$ cat config.mk
export PLATFORM = sky130hd
export DESIGN_NAME = atb_ctrl
export DESIGN_NICKNAME = d
export VERILOG_FILES = /design/src/atb_pkg.sv /design/src/atb_ctrl.sv
export SDC_FILE = /design/constraint.sdc
export NUM_CORES = 1
export LEC_CHECK = 0
export ABC_AREA = 0
export BUFFER_PORTS_ARGS = -buffer_cell sky130_fd_sc_hd__buf_2
export CORE_AREA = 2 2 39 41
export CTS_CLUSTER_SIZE = 10
export DETAILED_ROUTE_END_ITERATION = 10
export DIE_AREA = 0 0 41 43
export PLACE_DENSITY_LB_ADDON = 0.2
export SLEW_MARGIN = 20
export SYNTH_ARGS = -nofsm -noshare
export SYNTH_HDL_FRONTEND = slang
export SYNTH_SLANG_ARGS = --single-unit
$ cat constraint.sdc
create_clock -name clk -period 3.7 [get_ports clk]
set_input_delay 0.925 -clock clk [delete_from_list [all_inputs] [get_ports clk]]
set_output_delay 0.925 -clock clk [all_outputs]
set_load 0.01 [all_outputs]
$ cat src/atb_pkg.sv
// atb_pkg: shared constants, field widths and controller/datapath link types
// for the adaptive threshold binarizer. No dependencies.
package atb_pkg;

	// fixed-point scale of the decay and threshold multipliers
	localparam int FRAC_BITS = 9;
	localparam int ONE_W     = FRAC_BITS + 1;
	localparam logic [ONE_W-1:0] ONE = ONE_W'(1) << FRAC_BITS;

	// default depth of the column sum store
	localparam int MAX_WIDTH_DEF = 1024;

	// field and state widths
	localparam int PIX_W = 8;
	localparam int COL_W = 10;
	localparam int LW_W  = 10;
	localparam int TP_W  = 7;
	localparam int WIN_W = LW_W - 3;
	localparam int SUM_W = 16;
	localparam int DEC_W = FRAC_BITS;
	localparam int THR_W = FRAC_BITS + 1;
	localparam int IDX_W = 2;

	// divider sizing: dividend up to 100 << FRAC_BITS, divisor up to 100 * 127
	localparam int DIV_NW = TP_W + FRAC_BITS;
	localparam int DIV_DW = 14;

	// constant factors
	localparam int INIT_MULT = 127;
	localparam int PCT_FULL  = 100;
	localparam int PCT_MAX   = 99;
	localparam logic [PIX_W-1:0] LEVEL_FG = '0;
	localparam logic [PIX_W-1:0] LEVEL_BG = 8'hff;

	// register indexes
	localparam logic [IDX_W-1:0] REG_LINE_WIDTH = 2'd0;
	localparam logic [IDX_W-1:0] REG_THRESH_PCT = 2'd1;

	// register reset values and the settings they give
	localparam int RST_LINE_WIDTH = 320;
	localparam int RST_THRESH_PCT = 15;
	localparam int RST_WIN        = ((RST_LINE_WIDTH >> 3) < 1) ? 1 : (RST_LINE_WIDTH >> 3);
	localparam int RST_DECAY      = (1 << FRAC_BITS) - (1 << FRAC_BITS) / RST_WIN;
	localparam int RST_THRESH     = ((1 << FRAC_BITS) * (PCT_FULL - RST_THRESH_PCT))
		/ (PCT_FULL * RST_WIN);
	localparam int RST_INIT       = INIT_MULT * RST_WIN;

	// commands from the controller to the datapath
	typedef struct packed {
		logic load_in;      // take the input beat, restart frame state if marked
		logic div_start;    // launch a division
		logic div_sel_thr;  // 0: decay division, 1: threshold division
		logic div_take;     // latch the quotient
		logic mem_rd;       // read column store, decay multiply
		logic calc;         // update running sum, store, column position
		logic thr;          // threshold multiply
		logic out_load;     // fill the output register
	} atb_cmd_t;

	// status from the datapath to the controller
	typedef struct packed {
		logic div_done;
	} atb_sts_t;

endpackage

$ cat src/atb_ctrl.sv
// atb_ctrl: binarizer sequencer: input and output handshakes, frame setup
// divisions and the per-pixel steps. Uses atb_pkg.
module atb_ctrl (
	input  logic              clk,
	input  logic              arst_n,
	input  logic              in_valid,
	output logic              in_stall,
	input  logic              frame_start,
	output logic              out_valid,
	input  logic              out_stall,
	output atb_pkg::atb_cmd_t cmd,
	input  atb_pkg::atb_sts_t sts
);
	import atb_pkg::*;

	typedef enum logic [8:0] {
		ST_IDLE    = 9'b000000001,
		ST_DEC_GO  = 9'b000000010,
		ST_DEC_WT  = 9'b000000100,
		ST_THR_GO  = 9'b000001000,
		ST_THR_WT  = 9'b000010000,
		ST_MEM     = 9'b000100000,
		ST_CALC    = 9'b001000000,
		ST_MUL     = 9'b010000000,
		ST_OUT     = 9'b100000000
	} atb_state_t;

	atb_state_t state_q;
	atb_state_t state_d;
	logic       out_valid_q;

	// next state and commands
	always_comb begin
		state_d = state_q;
		cmd     = '0;
		case (state_q)
			ST_IDLE: begin
				if (in_valid) begin
					cmd.load_in = 1'b1;
					state_d     = frame_start ? ST_DEC_GO : ST_MEM;
				end
			end
			ST_DEC_GO: begin
				cmd.div_start = 1'b1;
				state_d       = ST_DEC_WT;
			end
			ST_DEC_WT: begin
				if (sts.div_done) begin
					cmd.div_take = 1'b1;
					state_d      = ST_THR_GO;
				end
			end
			ST_THR_GO: begin
				cmd.div_start   = 1'b1;
				cmd.div_sel_thr = 1'b1;
				state_d         = ST_THR_WT;
			end
			ST_THR_WT: begin
				cmd.div_sel_thr = 1'b1;
				if (sts.div_done) begin
					cmd.div_take = 1'b1;
					state_d      = ST_MEM;
				end
			end
			ST_MEM: begin
				cmd.mem_rd = 1'b1;
				state_d    = ST_CALC;
			end
			ST_CALC: begin
				cmd.calc = 1'b1;
				state_d  = ST_MUL;
			end
			ST_MUL: begin
				cmd.thr = 1'b1;
				state_d = ST_OUT;
			end
			ST_OUT: begin
				if (!out_valid_q || !out_stall) begin
					cmd.out_load = 1'b1;
					state_d      = ST_IDLE;
				end
			end
			default: begin
				state_d = ST_IDLE;
			end
		endcase
	end

	// state register
	always_ff @(posedge clk or negedge arst_n) begin
		if (!arst_n) begin
			state_q <= ST_IDLE;
		end else begin
			state_q <= state_d;
		end
	end

	// output beat valid
	always_ff @(posedge clk or negedge arst_n) begin
		if (!arst_n) begin
			out_valid_q <= 1'b0;
		end else if (cmd.out_load) begin
			out_valid_q <= 1'b1;
		end else if (!out_stall) begin
			out_valid_q <= 1'b0;
		end
	end

	assign in_stall  = (state_q != ST_IDLE);
	assign out_valid = out_valid_q;

endmodule

== Word level (Yosys, flattened, before mapping) ==
Index checks and enable logic that the tools add are counted.

* Equality and inequality tests: 15
* Reduce and logical (&&, ||, !) cells: 7
* Multiplexer cells: 19

{| class="wikitable"
|+ Operators by type and width
! cell !! number
|-
| $pmux 9 s9 || 1
|-
| $mux 9 || 4
|-
| $mux 1 || 13
|-
| $eq 9x1->1 const B || 1
|-
| $eq 9x2->1 const B || 1
|-
| $eq 9x3->1 const B || 1
|-
| $eq 9x4->1 const B || 1
|-
| $eq 9x5->1 const B || 1
|-
| $eq 9x6->1 const B || 1
|-
| $eq 9x7->1 const B || 1
|-
| $eq 9x8->1 const B || 1
|-
| $eq 9x9->1 const B || 1
|-
| $ne 9x1->1 const B || 1
|-
| $ne 2x2->1 const B || 4
|-
| $mux 6 || 1
|-
| $reduce_or 2->1 || 3
|-
| $reduce_and 4->1 || 1
|-
| $logic_not 1->1 || 2
|-
| $ne 2x1->1 const B || 1
|-
| $logic_or 1x1->1 || 1
|}

* Word-level logic and storage cells: 43
* Flip-flop bits (word level): 10
* Output and inout port bits: 10
* Input port bits: 6

== Longest topological paths before layout ==
Gate-level depths: netlist (run 1).

* Depth after elaboration: 5
* Gate-level depth with buffers: 5
* Depth with buffers taken out: 4

== Worst setup path before layout (run 1) ==
Ideal clock, no wire load.

* Path kind: reg-to-output
* Start: register state_q[0]
* End: output cmd[4] in the netlist's numbering
* Buffers on the path: 1
* Arrival time: 1.544 ns
* Required time: 2.775 ns
* Path slack: 1.231 ns
* Cell stages (with the launch flop): 5
* Cell sequence: dfstp_2 buf_6 or4_4 or3b_4 nor2_1

{| class="wikitable"
|+ RTL lines
! what !! RTL line !! source
|-
| from (decl) || atb_ctrl.sv:28 || <nowiki>atb_state_t state_q;</nowiki>
|-
| from (signal assigned) || atb_ctrl.sv:94 || <nowiki>state_q <= state_d;</nowiki>
|-
| to (decl) || atb_ctrl.sv:11 || <nowiki>output atb_pkg::atb_cmd_t cmd,</nowiki>
|}

==> results.txt, run 1 <==
The transition at the pin with the smallest max-transition slack came out at 0.4375 ns. Sequential cells were found to cover 37.02% of the synthesized design area. The run gives 0 as the remaining antenna violation count after routing. The H-tree level count is 1, and the maximum number of pins on one net before global-route repair is 11. The path category of the worst min-delay check is in2async. For the count of different cell masters after synthesis, the log shows 34. At the end of routability-driven placement, the weighted congestion stood at 0.8081. In this run the standard cell core region covers 1384 um^2.

In this run, the number of DRC markers left after iteration 0 of detailed routing was 13. The most common flop cell mapped by yosys is dfrtp_1. The run gives 0 as the number of setup buffers added after CTS.

The number of slew-limit violations in the final report came out at 0. In this run the top signal layer used is met4. IR analysis of the VDD net gives a maximum drop of 0.3106 mV. Dividing the final minimum period by the clock period gives 80.50%. The cell area that synthesis handed to floorplanning was 679.4 um^2. The logs give 0.4994 ns for the minimum hold slack and 0 for the number of hold buffers added after CTS. Setup repair after global routing left no endpoint under its margin.

The clock root buffer master is clkbuf_4. The tool flagged a number of max-cap violations equal to 0. Measured against its own limit, the worst slew margin works out to 70.66%. The tools report the number of sinks on the clock net as 10. Along the worst path, the maximum fanout reaches 7.

The total met2 wirelength after detailed routing is 677 um. The instance area after placement was 738.2 um^2. The first global-routing pass estimated 2256 um of wire. The met1 wire length was 694 um; the total negative slack was 0 ns.

The cell with the biggest individual delay on the critical path was or4b_1. TritonCTS built the clock tree. The tools report the count of yosys warnings during synthesis as 0. The completed layout was analyzed and its total power is 0.5244 mW. Measured along the x axis, the die boundary spans 41 um. Summing all multi-input logic gate instances after layout gives 369.1 um^2.

Of the cells placed in the final design, the portion with a size suffix greater than 1 is 33.33%. For the leakage power summed over all cells, the log shows 0.3787 nW. The run gives 0 as the overflow left after global routing.

Counting the fill cells in the layout gives 135. The routed layout has 576 vias. From bottom edge to top edge, the die measures 43 um.

Critical setup path kind: reg2out. For the worst setup path, the data required time is 2.77 ns. Clock latency on the worst-skew pair, taken at its later pin, is 0.27 ns. Total routed wirelength: 1449 um.

The finished layout cell area was 774.5 um^2; the number of buffers created by CTS was 3. The flop and latch count out of synthesis is 10, and the initial antenna violation count is 0. Relative to the synthesized area, the layout overhead comes to 14.00%. The run gives 0.003051 ns as the largest clock skew in the final design. Clock-pin slew was measured on the worst setup and hold paths at 0.07 ns.

For this design the ratio of total power to cell area is 677.1 nW/um^2. The number of global-route vias before repair is 496. In this run the core area contains 14 standard-cell rows. For this configuration, the core starts out at a cell density of 49.10%. The floorplan step defined a die boundary enclosing 1763 um^2. Summed over all nets, wire length on met3 after detailed routing comes to 57 um. The data arrival at the endpoint of the critical path came out at 2.05 ns.

Excluding fillers, the count of instances in the completed layout stands at 100. After legalization and detailed placement, the total HPWL measured 1070 um. In this run, post-CTS repair resized a total of 0 instances. In the final routed layout, each cell accounts on average for 14.49 um.

In the synthesized netlist the async set-or-reset flop fraction comes to 100.0%. The final count of hold timing violations is 0. The count of input and output buffers was 15; the number of diodes was 0.

The critical path goes through nor2_1, nand4_2, or4b_1, o41ai_1, buf_2. Global routing used 19.59% of the available tracks across all layers. The boundary pin count was 16. Count of flip-flops with a built-in enable after synthesis: 0. The worst setup path is captured at a primary output.

Summing all flip-flop and latch instances after layout gives 251.5 um^2. The largest stage delay on the critical path was 0.57 ns; the average via count per standard cell was 5.760. STA classifies the critical path startpoint as a flip-flop. Timing would allow up to 335.8 MHz.

The instance count of the mapped netlist came out at 71. In this run the deepest clock path goes through 2 buffers. After the last flow step, the layout net total stands at 91. The smallest clock period supported by the final layout is computed as 2.978 ns.

For the count of unresolved DRC violations after routing, the log shows 0. The net count after synthesis was 77; the cell total after placement was 96. The pre-antenna-repair detailed-routing pass consisted of 4 iterations.

The run finished with clean final reports. Setup violations remaining at the end of the flow were counted as 0. Each instance of the synthesized netlist takes up on average 9.569 um^2.
-- cells by family after synthesis --
group / synth area share (%)
flops: 37.02
xor+xnor: 5.157
compound gates: 11.42
buf+inv: 8.655
simple gates: 37.76
-- metrics by stage --
step	util [%]	setup slack, ns
2_1_floorplan	-	1.231
6_report	55.97	0.7216
3_5_place_dp	53.35	1.027
4_1_cts	55.97	0.7337
5_1_grt	55.97	0.6276
3_3_place_gp	53.35	1.078
-- cell usage after synthesis (2+ instances only) --
master	n	area (um^2)
and3_1	2	12.51
xor2_1	3	26.28
nor4b_1	8	70.07
dfrtp_1	9	225.2
buf_2	5	25.02
a21oi_1	2	10.01
nand2b_1	2	12.51
nand2_1	2	7.510
inv_1	6	22.52
nor2_1	5	18.77
nor3_1	3	15.01
o21ai_0	2	10.01
-- placed cells by master, fill, tap and decap left out, types with 3 or more instances in the layout --
| master | count |
|---|---|
| buf_2 | 15 |
| dfrtp_1 | 9 |
| nor4b_1 | 8 |
| inv_1 | 6 |
| nor2_1 | 5 |
| nor3_1 | 3 |
| xor2_1 | 3 |
| clkbuf_4 | 3 |
-- final timing paths --
kind                       slack (ns)                      to              startpoint  cells past startpoint
max                              0.72                  cmd[5]  state_q[7]$_DFFE_PN0P_                      5
min                              0.50  state_q[4]$_DFFE_PN0P_                  arst_n                      1
max reg2reg                      1.94  state_q[5]$_DFFE_PN0P_  state_q[0]$_DFFE_PN1P_                      4
min reg2reg                      0.57  state_q[7]$_DFFE_PN0P_  state_q[7]$_DFFE_PN0P_                      1
max in group asynchronous        2.94  state_q[0]$_DFFE_PN1P_                  arst_n                      1
min in group clk                 0.57  state_q[7]$_DFFE_PN0P_  state_q[7]$_DFFE_PN0P_                      1
-- layout make-up --
class / count / share of cell area [%]
clock buffers: 4 / 4.685
well taps: 16 / 2.585
flip-flops and latches: 10 / 32.47
inverters: 6 / 2.908
repair buffers: 15 / 9.693
multi-input cells: 49 / 47.66
-- state kept, by name (all words and copies together), names as in the netlist --
| name | cells |
|---|---|
| state_q | 9 |
| out_valid | 1 |
-- worst max-delay path: cells and delay by family (launching register included) --
kind | cells | cell delay, ns
flops | 1 | 0.45
compound gates | 1 | 0.09
simple gates | 3 | 1.05
buf+inv | 1 | 0.19
-- per-layer routing --
layer | global-route usage, % | up-vias
met5 | 0 | -
met1 | 26.33 | 274
met2 | 28.13 | 12
met4 | 12.00 | 0
met3 | 3.141 | 4
li1 | - | 286
-- report_power, final --
group | switching (mW) | total (mW) | internal [mW]
registers | 0.0482 | 0.182 | 0.133
clock network | 0.0411 | 0.101 | 0.0598
logic | 0.131 | 0.242 | 0.110
No activity file was read; power rests on OpenSTA's default activity.
==> run 2: changes to the inputs <==
--- a/config.mk
+++ b/config.mk
@@ -7,10 +7,10 @@
 export LEC_CHECK = 0
 export ABC_AREA = 0
 export BUFFER_PORTS_ARGS = -buffer_cell sky130_fd_sc_hd__buf_2
-export CORE_AREA = 2 2 39 41
+export CORE_MARGIN = 2
+export CORE_UTILIZATION = 50
 export CTS_CLUSTER_SIZE = 10
 export DETAILED_ROUTE_END_ITERATION = 10
-export DIE_AREA = 0 0 41 43
 export PLACE_DENSITY_LB_ADDON = 0.2
 export SLEW_MARGIN = 20
 export SYNTH_ARGS = -nofsm -noshare
==> constraint.sdc (replaced) <==
create_clock -name clk -period 2.8 [get_ports clk]
set_input_delay 0.7 -clock clk [delete_from_list [all_inputs] [get_ports clk]]
set_output_delay 0.7 -clock clk [all_outputs]
set_load 0.01 [all_outputs]
==> results.txt, run 2 (synthesis results as in run 1) <==
The critical setup path kind is reg2out. The site row count came out at 13. The worst setup path is captured at a primary output. CTS placed an instance of clkbuf_4 at the clock tree root.

At the worst endpoint, the arrival time is 1.96 ns. For this run, the slowest stage of the critical path takes 0.56 ns. The die covers 1670 um^2. The buffers plus inverters on the worst setup path is 1, and the total negative slack is 0 ns. Based on the critical path, the design can be clocked at up to 375.7 MHz.

Setup violations remaining at the end of the flow were counted as 0. Hold timing on the final database bottoms out at a slack of 0.2776 ns. The number of cells on the worst reg-to-reg path is 4.

Setup repair after global routing left no endpoint under its margin. Vertical die dimension: 40.86 um. The run gives 0 as the initial antenna violation count.

The cell with the biggest individual delay on the critical path was or4b_1. Average wire length per cell after detail routing: 15.01 um. The average via count per standard cell is 5.899, and the number of diodes is 0.

Wires add up to 1486 um. Data on the critical path is required at its endpoint by 2.10 ns. The clock arrives with 0.001730 ns of skew. The family with the most delay on the worst path was simple AND/OR/NAND/NOR gates.

The total iterations of the first detailed-routing run was 4; the count of unresolved DRC violations after routing was 0. The path category of the worst min-delay check is in2async. The critical-path maximum fanout is 7.

The signed area change from the synthesized netlist to the final layout was 15.47%. Most common cell after layout, fill and taps aside: buf_2. STA classifies the critical path startpoint as a flip-flop. Routability-driven placement finished with a final weighted congestion of 0.8766. The total stage count of the critical path works out to 5.

Clock latency on the worst-skew pair, taken at its later pin, is 0.27 ns. Overflow left after global routing: 0. The worst pin sits at a relative slew slack of 72.23%. Traced cell by cell, the critical path runs through nor2_2, nand4_4, or4b_1, o41ai_1, buf_2.

TritonCTS built the clock tree. The wire length of the first global-routing pass is 2311 um. After the last flow step, the layout net total stands at 91. For this design the top-level I/O count stands at 16.

The layout has 110 filler cells. The logs give 52.87% for the starting density of the core and 0 for the remaining antenna violation count after routing. After clock tree synthesis, the clock-pin slew on the worst setup and hold paths is 0.07 ns. The run finished with clean final reports. Global routing consumed, over all layers together, 22.23% of the routing resources. The number of slew-limit violations in the final report was 0. The count of input and output buffers works out to 15. The most flop-heavy register is state_q. CTS saw 10 sinks. The transition at the pin with the smallest max-transition slack came out at 0.4141 ns. Counting the buffers created by CTS gives 3. In the layout the commonest cells are buf_2 (15), dfrtp_1 (9), nor4b_1 (8). Detailed placement finished with a half-perimeter wire length of 1055 um.

The analysis attributes to cell leakage a power of 0.3814 nW. For the finished layout, the period the worst path requires is 2.661 ns. In this run the standard cell core region covers 1285 um^2. Counting along the longest clock path gives a buffer depth of 2.

The maximum number of pins on one net before global-route repair was 11; the count of max-cap constraint violations was 0. VDD sags by at most 0.3908 mV. The register with the most flip-flops in the layout has 9 of them. The detailed router placed 584 vias in this run. The detailed router finished its first iteration with 15 violations. The H-tree level count came out at 1. In this run the post-CTS setup repair buffer count came out at 0. The final count of hold timing violations was 0. The number of global-route vias before repair was 517; the post-route fraction of the period consumed by the critical path was 95.05%.

The run gives 0 as the number of hold buffers added after CTS. The total power density per cell area works out to 897.7 nW/um^2. In this run, post-CTS repair resized a total of 0 instances.

Die width: 40.86 um. The share of final-layout standard cells stronger than drive strength 1 works out to 34.52%.
==> run 2: changes by cell type in the layout (fill, tap and decap cells not counted) <==
cell     change
nand4_2      -1
nand4_4      +1
nor2_1       -1
nor2_2       +1
==> run 2: power breakdown <==
| part | leakage [nW] | internal [mW] | switching [mW] |
|---|---|---|---|
| sequential | 0.135 | 0.176 | 0.0657 |
| combinational | 0.226 | 0.152 | 0.179 |
| clock | 0.0210 | 0.0790 | 0.0521 |
==> run 2: path summary, 6_finish.rpt <==
check | from | end | slack, ns
worst max-delay path | state_q[7]$_DFFE_PN0P_ | cmd[5] | 0.14
worst min-delay path | arst_n | out_valid$_DFFE_PN0P_ | 0.28
min in group clk | state_q[7]$_DFFE_PN0P_ | state_q[7]$_DFFE_PN0P_ | 0.61
max in group asynchronous | arst_n | state_q[0]$_DFFE_PN1P_ | 2.27
worst min register to register | state_q[7]$_DFFE_PN0P_ | state_q[7]$_DFFE_PN0P_ | 0.61
worst max register to register | state_q[0]$_DFFE_PN1P_ | state_q[5]$_DFFE_PN0P_ | 1.05
==> run 2: worst register-to-register path: stages (launching register included) <==
cell	delay, ns
dfstp_2	0.62
nor4b_1	0.09
and4_1	0.26
a211oi_1	0.40
nor4b_1	0.27
==> run 2: final cells by class <==
class / instances / area (um^2) / share of cell area, %
tap: 15 / 18.77 / 2.392
clock buffer: 4 / 36.28 / 4.625
sequential: 10 / 251.5 / 32.06
timing repair buffer: 15 / 75.07 / 9.569
multi-input combinational: 49 / 380.4 / 48.48
inverter: 6 / 22.52 / 2.871
==> run 2: metal layers <==
metal	global-route usage [%]	wire (um)	share of wire [%]	vias up
met3	3.261	83	5.6	4
met5	0	0	0	-
li1	-	-	-	287
met1	31.06	648	44	277
met2	31.25	727	49	16
met4	15.00	26	1.7	0
==> run 2: metrics by stage <==
stage	setup WS [ns]	power, mW	instance area [um^2]	instances	util, %
CTS	0.05827	0.6928	773.2	99	60.18
floorplan	0.5557	0.4961	679.4	71	-
finish	0.1386	0.7042	784.5	99	61.05
detailed placement	0.3661	0.5595	737.0	95	57.35
global route	0.01979	0.7501	784.5	99	61.05
global placement	0.4116	0.5535	737.0	95	57.35
